## config.mk

```make
export PLATFORM = sky130hd
export DESIGN_NAME = sorted_set_list_core
export DESIGN_NICKNAME = d
export VERILOG_FILES = /design/src/rtl/ssl_pkg.sv /design/src/rtl/ssl_cell.sv /design/src/rtl/sorted_set_list_core.sv
export SDC_FILE = /design/constraint.sdc
export NUM_CORES = 2
export LEC_CHECK = 0
export BUFFER_PORTS_ARGS = -buffer_cell sky130_fd_sc_hd__buf_2
export CAP_MARGIN = 40
export CORE_MARGIN = 2
export CORE_UTILIZATION = 40
export CTS_CLUSTER_DIAMETER = 200
export DETAILED_ROUTE_END_ITERATION = 8
export GPL_ROUTABILITY_DRIVEN = 0
export GPL_TIMING_DRIVEN = 1
export PLACE_DENSITY = 0.56
export SKIP_CTS_REPAIR_TIMING = 1
export SLEW_MARGIN = 10
export SYNTH_ARGS = -nofsm -noshare
export SYNTH_HDL_FRONTEND = slang
export SYNTH_SLANG_ARGS = --single-unit
export TNS_END_PERCENT = 50
```

## constraint.sdc

```tcl
create_clock -name clk -period 3.9 [get_ports clk]
set_input_delay 0 -clock clk [delete_from_list [all_inputs] [get_ports clk]]
set_output_delay 0 -clock clk [all_outputs]
set_load 0.1 [all_outputs]
```

## src/rtl/ssl_pkg.sv

```systemverilog
// ----------------------------------------------------------------------------
// ssl_pkg
// Shared types and codes for the sorted set list core and its cells.
// ----------------------------------------------------------------------------
`default_nettype none

package ssl_pkg;

    localparam int KEY_W   = 32;
    localparam int ENTRY_W = 5;

    typedef enum logic [1:0] {
        OP_INSERT = 2'd0,
        OP_DELETE = 2'd1,
        OP_SEARCH = 2'd2
    } op_t;

    typedef enum logic [1:0] {
        ST_DONE    = 2'd0,
        ST_DUP     = 2'd1,
        ST_MISSING = 2'd2,
        ST_FULL    = 2'd3
    } status_t;

    // Broadcast from the core to every cell.
    typedef struct packed {
        logic cmp_en;   // capture compare flags against the held key
        logic ins_en;   // open a gap at the lower slot and write the key
        logic del_en;   // close the matching slot from the right
    } cell_ctrl_t;

endpackage

`default_nettype wire

```

## src/rtl/ssl_cell.sv

```systemverilog
// ----------------------------------------------------------------------------
// ssl_cell
// One slot of the sorted chain: holds a value, compares it with the key and
// takes the key or a neighbor's value on insert and delete.
// ----------------------------------------------------------------------------
`default_nettype none

module ssl_cell
    import ssl_pkg::*;
(
    input  wire logic                    clk,
    input  wire cell_ctrl_t              ctrl,
    input  wire logic                    occupied,
    input  wire logic signed [KEY_W-1:0] key,
    input  wire logic                    left_lt,
    input  wire logic signed [KEY_W-1:0] left_val,
    input  wire logic signed [KEY_W-1:0] right_val,
    output logic signed [KEY_W-1:0]      val,
    output logic                         lt,
    output logic                         eq
);

    logic signed [KEY_W-1:0] val_reg;
    logic                    lt_reg;
    logic                    eq_reg;

    always_ff @(posedge clk)
    begin
        if (ctrl.cmp_en)
        begin
            lt_reg <= occupied && (val_reg < key);
            eq_reg <= occupied && (val_reg == key);
        end
        if (ctrl.ins_en)
        begin
            // lt flags form a thermometer: slots past the lower slot shift right
            if (!left_lt)
                val_reg <= left_val;
            else if (!lt_reg)
                val_reg <= key;
        end
        else if (ctrl.del_en)
        begin
            if (!lt_reg)
                val_reg <= right_val;
        end
    end

    assign val = val_reg;
    assign lt  = lt_reg;
    assign eq  = eq_reg;

endmodule

`default_nettype wire

```

## src/rtl/sorted_set_list_core.sv

```systemverilog
// ----------------------------------------------------------------------------
// sorted_set_list_core
// Sequencing: an accepted item passes through the compare, update and done registers in order.
// Overlap: busy is high for the compare cycle,
//   and a new item may be taken in the cycle that the chain shifts.
// Reset: rst_n clears the count and control; cell values hold no reset and
//   are only read below the count. Results cannot be stalled.
// ----------------------------------------------------------------------------
`default_nettype none

module sorted_set_list_core
    import ssl_pkg::*;
#(
    parameter int CAPACITY = 16
)
(
    input  wire logic                    clk,
    input  wire logic                    rst_n,
    input  wire logic                    start,
    output logic                         busy,
    input  wire logic [1:0]              operation,
    input  wire logic signed [KEY_W-1:0] key_value,
    output logic                         done,
    output logic                         was_present,
    output logic [1:0]                   status,
    output logic [ENTRY_W-1:0]           entry_count
);

    localparam int CNT_W = $clog2(CAPACITY + 1);

    // Item registers, held from accept through the shift cycle.
    logic [1:0]              op_reg;
    logic signed [KEY_W-1:0] key_reg;

    // Two-phase sequencing: compare, then shift/update.
    logic cmp_reg;
    logic upd_reg;

    logic [CNT_W-1:0] count_reg;
    logic [CNT_W-1:0] count_next;

    logic                done_reg;
    logic                was_present_reg;
    logic [1:0]          status_reg;
    logic [1:0]          status_next;
    logic [ENTRY_W-1:0]  entry_count_reg;

    logic signed [KEY_W-1:0] vals [CAPACITY];
    logic [CAPACITY-1:0]     lt_vec;
    logic [CAPACITY-1:0]     eq_vec;

    logic       found;
    logic       full;
    logic       do_ins;
    logic       do_del;
    cell_ctrl_t ctrl;

    assign found = |eq_vec;
    assign full  = (count_reg == CNT_W'(CAPACITY));

    // Decide the action in the update cycle from the registered flags.
    always_comb
    begin
        do_ins      = 1'b0;
        do_del      = 1'b0;
        status_next = found ? ST_DONE : ST_MISSING;
        unique case (op_reg)
            OP_INSERT:
            begin
                if (found)
                    status_next = ST_DUP;
                else if (full)
                    status_next = ST_FULL;
                else
                begin
                    status_next = ST_DONE;
                    do_ins      = upd_reg;
                end
            end
            OP_DELETE:
            begin
                do_del = upd_reg && found;
            end
            default:
            begin
                // search, and the unused code behaves as search
            end
        endcase
    end

    always_comb
    begin
        count_next = count_reg;
        if (do_ins)
            count_next = count_reg + 1'b1;
        else if (do_del)
            count_next = count_reg - 1'b1;
    end

    assign ctrl.cmp_en = cmp_reg;
    assign ctrl.ins_en = do_ins;
    assign ctrl.del_en = do_del;

    // Cell chain: values move right on insert, left on delete.
    for (genvar i = 0; i < CAPACITY; i++)
    begin : g_cell
        logic                    left_lt_w;
        logic signed [KEY_W-1:0] left_val_w;
        logic signed [KEY_W-1:0] right_val_w;

        if (i == 0)
        begin : g_head
            assign left_lt_w  = 1'b1;
            assign left_val_w = key_reg;
        end
        else
        begin : g_body
            assign left_lt_w  = lt_vec[i-1];
            assign left_val_w = vals[i-1];
        end

        if (i == CAPACITY - 1)
        begin : g_tail
            assign right_val_w = vals[i];
        end
        else
        begin : g_mid
            assign right_val_w = vals[i+1];
        end

        ssl_cell u_cell (
            .clk       (clk),
            .ctrl      (ctrl),
            .occupied  (CNT_W'(i) < count_reg),
            .key       (key_reg),
            .left_lt   (left_lt_w),
            .left_val  (left_val_w),
            .right_val (right_val_w),
            .val       (vals[i]),
            .lt        (lt_vec[i]),
            .eq        (eq_vec[i])
        );
    end

    always_ff @(posedge clk)
    begin
        if (start && !busy)
        begin
            op_reg  <= operation;
            key_reg <= key_value;
        end
        if (upd_reg)
        begin
            was_present_reg <= found;
            status_reg      <= status_next;
            entry_count_reg <= ENTRY_W'(count_next);
        end
    end

    always_ff @(posedge clk or negedge rst_n)
    begin
        if (!rst_n)
        begin
            cmp_reg   <= 1'b0;
            upd_reg   <= 1'b0;
            done_reg  <= 1'b0;
            count_reg <= '0;
        end
        else
        begin
            cmp_reg   <= start && !busy;
            upd_reg   <= cmp_reg;
            done_reg  <= upd_reg;
            count_reg <= count_next;
        end
    end

    assign busy        = cmp_reg;
    assign done        = done_reg;
    assign was_present = was_present_reg;
    assign status      = status_reg;
    assign entry_count = entry_count_reg;

endmodule

`default_nettype wire

```

== After elaboration in Yosys (flattened, before gate mapping) ==
Index checks and enable logic that the tools add are counted.

* Register bits after elaboration: 594
* Input bits: 37
* Logic and storage cells: 279

* $add $sub $neg: 2
* Magnitude comparators: 32
* Equality and inequality tests: 47
* Mux-type cells: 86
* Bitwise operators: 1
* Reduce and logical (&&, ||, !) cells: 54

{| class="wikitable"
|+ Operator list
! operator !! count
|-
| 32-bit two-way mux || 76
|-
| 32-bit == test || 16
|-
| 32-bit less-than comparator || 16
|-
| 2-bit != test (second input constant) || 29
|-
| 3-bit AND reduction || 14
|-
| 4-bit by 5-bit less-than comparator with 1-bit output (first input constant) || 8
|-
| 1-bit logical AND || 34
|-
| 3-bit by 5-bit less-than comparator with 1-bit output (first input constant) || 4
|-
| 16-bit OR reduction || 1
|-
| 1-bit by 5-bit less-than comparator with 1-bit output (first input constant) || 2
|-
| 2-bit by 5-bit less-than comparator with 1-bit output (first input constant) || 2
|-
| 5-bit two-way mux || 2
|-
| 2-bit two-way mux || 4
|-
| 5-bit by 1-bit adder with 5-bit output (second input constant) || 1
|-
| 5-bit == test (second input constant) || 1
|-
| 5-bit by 1-bit subtractor with 5-bit output (second input constant) || 1
|-
| 1-bit two-way mux || 4
|-
| 2-bit AND reduction || 2
|-
| 2-bit by 1-bit == test with 1-bit output (second input constant) || 1
|-
| 2-bit logical NOT || 1
|-
| 2-bit nonzero test || 1
|-
| 1-bit logical NOT || 1
|-
| 1-bit inverter || 1
|}

== Longest topological paths before layout ==
* Depth in word-level cells: 6
* Depth in mapped cells: 11
* Depth with buffers taken out: 8

== Hierarchy ==
From an unflattened synthesis, not the netlist that was laid out.

* Cell total of the unflattened synthesis: 4317
* Area total of the unflattened synthesis: 42472.0 um^2

{| class="wikitable"
|+ By module, submodules not included
! module !! instances !! cells an instance !! area an instance (um^2)
|-
| ssl_cell || 16 || 262 || 2531.2
|-
| sorted_set_list_core || 1 || 125 || 1973.1
|}

== Least setup slack after synthesis ==
Ideal clock, no wire load.

* Kind: register to register
* Start point: reg count_reg[1]
* End point: reg g_cell[10].u_cell.val_reg[0], enable pin
* Library setup time: 433 ps
* Data arrival time: 3524 ps
* Required time: 3467 ps
* Slack: -57 ps
* Cell stages (with the launch flop): 11
* Path buffers: 3
* Period minus slack after synthesis: 3957 ps
* Cells stage by stage: dfrtp_1 clkbuf_1 inv_1 ha_1 and4bb_1 nor3_2 nor3b_2 buf_6 nor2_2 buf_2 o22ai_1

* Longest elaborated chain between the ends: 6

{| class="wikitable"
|+ RTL lines
! element !! line !! source
|-
| start, declared || sorted_set_list_core.sv:39 || <nowiki>logic [CNT_W-1:0] count_reg;</nowiki>
|-
| start signal, assigned || sorted_set_list_core.sv:174 || <nowiki>count_reg <= count_next;</nowiki>
|-
| 5-bit == test * || sorted_set_list_core.sv:59 || <nowiki>assign full = (count_reg == CNT_W'(CAPACITY));</nowiki>
|-
| 1-bit two-way mux * || sorted_set_list_core.sv:72 || <nowiki>else if (full)</nowiki>
|-
| 1-bit two-way mux * || sorted_set_list_core.sv:70 || <nowiki>if (found)</nowiki>
|-
| 1-bit two-way mux * || sorted_set_list_core.sv:67 || <nowiki>unique case (op_reg)</nowiki>
|-
| 2-bit != test (no line) or 2-bit nonzero test (tied branches) || - ||
|-
| 3-bit AND reduction (no line) * || - ||
|-
| end signal, assigned || ssl_cell.sv:38 || <nowiki>val_reg <= left_val;</nowiki>
|-
| end signal, assigned || ssl_cell.sv:40 || <nowiki>val_reg <= key;</nowiki>
|-
| end signal, assigned || ssl_cell.sv:45 || <nowiki>val_reg <= right_val;</nowiki>
|-
| end, declared || ssl_cell.sv:23 || <nowiki>logic signed [KEY_W-1:0] val_reg;</nowiki>
|}

Every way passes the cells marked *; elsewhere a longest branch is shown, timed or not.
A chain may end at the register's enable or synchronous reset.

== Worst setup path in the final report ==
* Start point: reg count_reg[0]
* End point: reg g_cell[4].u_cell.val_reg[26] (data pin)

* Longest elaborated chain between the ends: 5

{| class="wikitable"
|+ RTL lines
! element !! line !! source
|-
| 5-bit == test || sorted_set_list_core.sv:59 ||
|-
| 1-bit two-way mux || sorted_set_list_core.sv:72 ||
|-
| 1-bit two-way mux || sorted_set_list_core.sv:70 ||
|-
| 1-bit two-way mux || sorted_set_list_core.sv:67 ||
|-
| 32-bit two-way mux || ssl_cell.sv:34 || <nowiki>if (ctrl.ins_en)</nowiki>
|-
| end signal, assigned || ssl_cell.sv:38 ||
|-
| end signal, assigned || ssl_cell.sv:40 ||
|-
| end signal, assigned || ssl_cell.sv:45 ||
|-
| end, declared || ssl_cell.sv:23 ||
|}

No other way between the ends.

==> results.json <==
{
  "cellPowerDensity_mw_per_mm2": 376,
  "syn2layout_area_growth_pct": 12.1,
  "path_clk_slew_ns": 0.07,
  "first_pass_iters": 7,
  "tightestPinTransition_ns": 1.09,
  "worstSetupPathType": "flip-flop to flip-flop",
  "numCtsBuffers": 70,
  "r2r-end": "g_cell[4].u_cell.val[26]",
  "rsz0062_at_grt": "no",
  "relSlewSlack_pct": 27.3,
  "met3_usage_pct": 2.48,
  "internal_power_w": 0.0121,
  "synth_top_area_share_pct": 43.7,
  "overflow": 0,
  "cts.sinks": 594,
  "wirelength_mm": 110,
  "yosys.cell_count.top_type": "edfxtp_1",
  "htree_levels": 3,
  "post-dp-hpwl_mm": 82.9,
  "cp.required_ns": 4.24,
  "nFillCells": 9447,
  "drt-wirelength-per-cell_microns": 21.4,
  "met1_usage_pct": 29.9,
  "reg2reg_slack_ns": 0.35,
  "post-route-util_pct": 45.1,
  "grt_pass1_wl_mm": 170,
  "worstSetupEndpointType": "flip-flop",
  "p_seq_share_pct": 43.7,
  "clockBufferDepth": 3,
  "met2_usage_pct": 34.5,
  "worst-r2r-cell-count": 8,
  "drt-initial-drc-count": 2078,
  "num_vias": 29100,
  "top_usage_layer": "met2",
  "final-hold-violation-count": 0,
  "async_reset_ff_share_pct": 1.35,
  "chipWidth_microns": 321,
  "syn_area_sq_mm": 0.0403,
  "synth_warnings": 0,
  "crit_path_max_incr_delay_ns": 0.65,
  "drc": 0,
  "swShare_pct": 28.7,
  "finalSetupViolations": 0,
  "die_area_sq_mm": 0.103,
  "synth.distinct_cells": 70,
  "cp_slowest_cell": "buf_12",
  "startpoint_type": "flip-flop",
  "cts_tree": "done",
  "synth_flop_cell": "edfxtp_1",
  "synth_nets": 4253,
  "track_usage_pct": 21.1,
  "syn_inst": 3700,
  "synth_edf_count": 586,
  "drtAntennaViolNets": 0,
  "holdCritPathClass": "input pin to flip-flop",
  "max_freq_mhz": 281,
  "drv_cap": 0,
  "ir_drop_v": 0.000268,
  "ys_ff_latch": 594,
  "vias_per_cell": 5.65,
  "hp-start": "key_value[16]",
  "dieHeight_microns": 321,
  "stdcell_count": 5153,
  "crit_path_cell_trace": "inv_1 -> ha_1 -> and4bb_1 -> nor3_2 -> nor3b_4 -> buf_4 -> buf_12 -> a21oi_1",
  "p_switching_w": 0.00488,
  "seq_area_frac_synth_pct": 44.2,
  "clkPwrFrac_pct": 38.1,
  "skew_ns": 0.0272,
  "drive_gt1_share_pct": 11.8,
  "multiInputGateArea_sq_mm": 0.0213,
  "cts-root-buf": "clkbuf_16",
  "yosys.area.top_type": "edfxtp_1",
  "whs_path_depth": 2,
  "dpl_cell_area_sq_mm": 0.0426,
  "post-route-period-util_pct": 91.1,
  "synth.avg_cell_area_sq_um": 10.9,
  "grt_pass1_vias": 29200,
  "synth_area_leaders": "edfxtp_1 44%, ha_1 16%, mux2i_1 11%, a21oi_1 6.7%, nor2_1 4.6%",
  "core_sq_mm": 0.100,
  "p_leak_nw": 18.2,
  "p_comb_share_pct": 18.3,
  "final_area_sq_mm": 0.0451,
  "min_to": "g_cell[0].left_val_w[16]",
  "num_rows": 116,
  "layout.area.seq_sq_mm": 0.0178,
  "start_util_pct": 40.3,
  "io_pins": 47,
  "min_period_ns": 3.55,
  "final-max-slew-violation-count": 0,
  "largest_register_ffs": 512,
  "antenna_found_initial": 2,
  "port_buffers": 46,
  "rr_startpoint": "count_reg[0]",
  "clk-insertion-delay-late_ns": 0.64,
  "placed_cells": 4990,
  "fin_nets": 4354,
  "synth_top_cells_by_count": "586 x edfxtp_1, 541 x a21oi_1, 516 x ha_1",
  "status": "complete, no violations",
  "grt_max_degree": 225,
  "arrival_ns": 3.89,
  "worstPathMaxFanout": 224
}
[worst max path at each step]
stage	from	endpoint	cells after the start
2_1_floorplan	count_reg[1]	g_cell[10].u_cell.val[0]	10
3_3_place_gp	count_reg[0]	g_cell[1].u_cell.val[16]	8
3_5_place_dp	count_reg[0]	g_cell[4].u_cell.val[23]	8
4_1_cts	count_reg[0]	g_cell[6].u_cell.val[22]	8
5_1_grt	count_reg[0]	g_cell[1].u_cell.val[20]	8
6_report	count_reg[0]	g_cell[4].u_cell.val[26]	8
[kinds of logic after synthesis]
group / Yosys count / synth area share, %
AOI/OAI and AO/OA: 920 / 13.6
and+or+nand+nor: 909 / 10.3
DFF: 594 / 44.2
adders and majority gates: 516 / 16.0
muxes: 484 / 12.1
buffers and inverters: 273 / 3.63
xor gates and xnor gates: 4 / 0.0870
[layer usage]
layer	part of all wire, %	routed length (microns)	up-vias
met4	2.1	2340	0
met1	48	52400	14200
met5	0	0	-
li1	-	-	14300
met3	3.6	3930	133
met2	47	51500	478
[final cells by class]
| cell class | instances | share of cell area [%] |
|---|---|---|
| Tap cell | 1298 | 3.60 |
| Timing Repair Buffer | 237 | 4.55 |
| Multi-Input combinational cell | 2833 | 47.1 |
| Inverter | 65 | 0.541 |
| Clock inverter | 28 | 0.499 |
| Clock buffer | 97 | 4.26 |
| Sequential cell | 594 | 39.4 |
| Antenna cell | 1 | 0.00554 |
[cells in the final DEF, fill, tap and decap left out, types with 7 or more instances in the layout]
cell           instances
a21boi_0               9
a21o_1                50
a21oi_1              540
a21oi_2               99
a221oi_1              22
and3_1                 9
and4_1                34
buf_12                12
buf_2                 46
buf_4                131
clkbuf_1              21
clkbuf_16             71
clkinv_1               9
clkinv_2              10
dfrtp_1                7
dlygate4sd3_1         37
edfxtp_1             586
ha_1                 516
inv_1                 65
mux2_2                32
mux2i_1              452
nand2_1              149
nand3_1               35
nand4_1               77
nor2_1               493
nor2b_1               25
nor3_1                24
nor4_1                21
o211ai_1              19
o21a_1                15
o21ai_0               98
o22ai_4               14
or3_1                 14
[power by group through the flow]
stage	clock (W)	sequential (W)	combinational, W
2_1_floorplan	0	0.00757	0.00201
3_3_place_gp	0	0.00766	0.00285
3_5_place_dp	0	0.00754	0.00307
4_1_cts	0.00662	0.00741	0.00308
5_1_grt	0.00682	0.00744	0.00340
6_report	0.00646	0.00741	0.00311
[through the flow]
step	setup TNS [ns]	hold WS [ns]	setup slack, ns	power, W
after floorplan	-17.43	-0.296	-0.0567	0.00958
after global placement	0	-0.104	0.597	0.0105
after detailed placement	0	-0.102	0.510	0.0106
after CTS	0	-0.791	0.488	0.0171
after global routing	0	0.0498	0.195	0.0177
final	0	0.0671	0.347	0.0170
[worst max-delay path: cells and delay by family, from the launching register on]
| family | cells | cell delay, ns |
|---|---|---|
| AO/OA/AOI/OAI | 1 | 0.15 |
| adder cells (fa/ha/maj) | 1 | 0.21 |
| buffers and inverters | 3 | 1.28 |
| flip-flops | 1 | 0.53 |
| AND/OR/NAND/NOR | 3 | 0.78 |
Power figures use the tool's default switching activity.
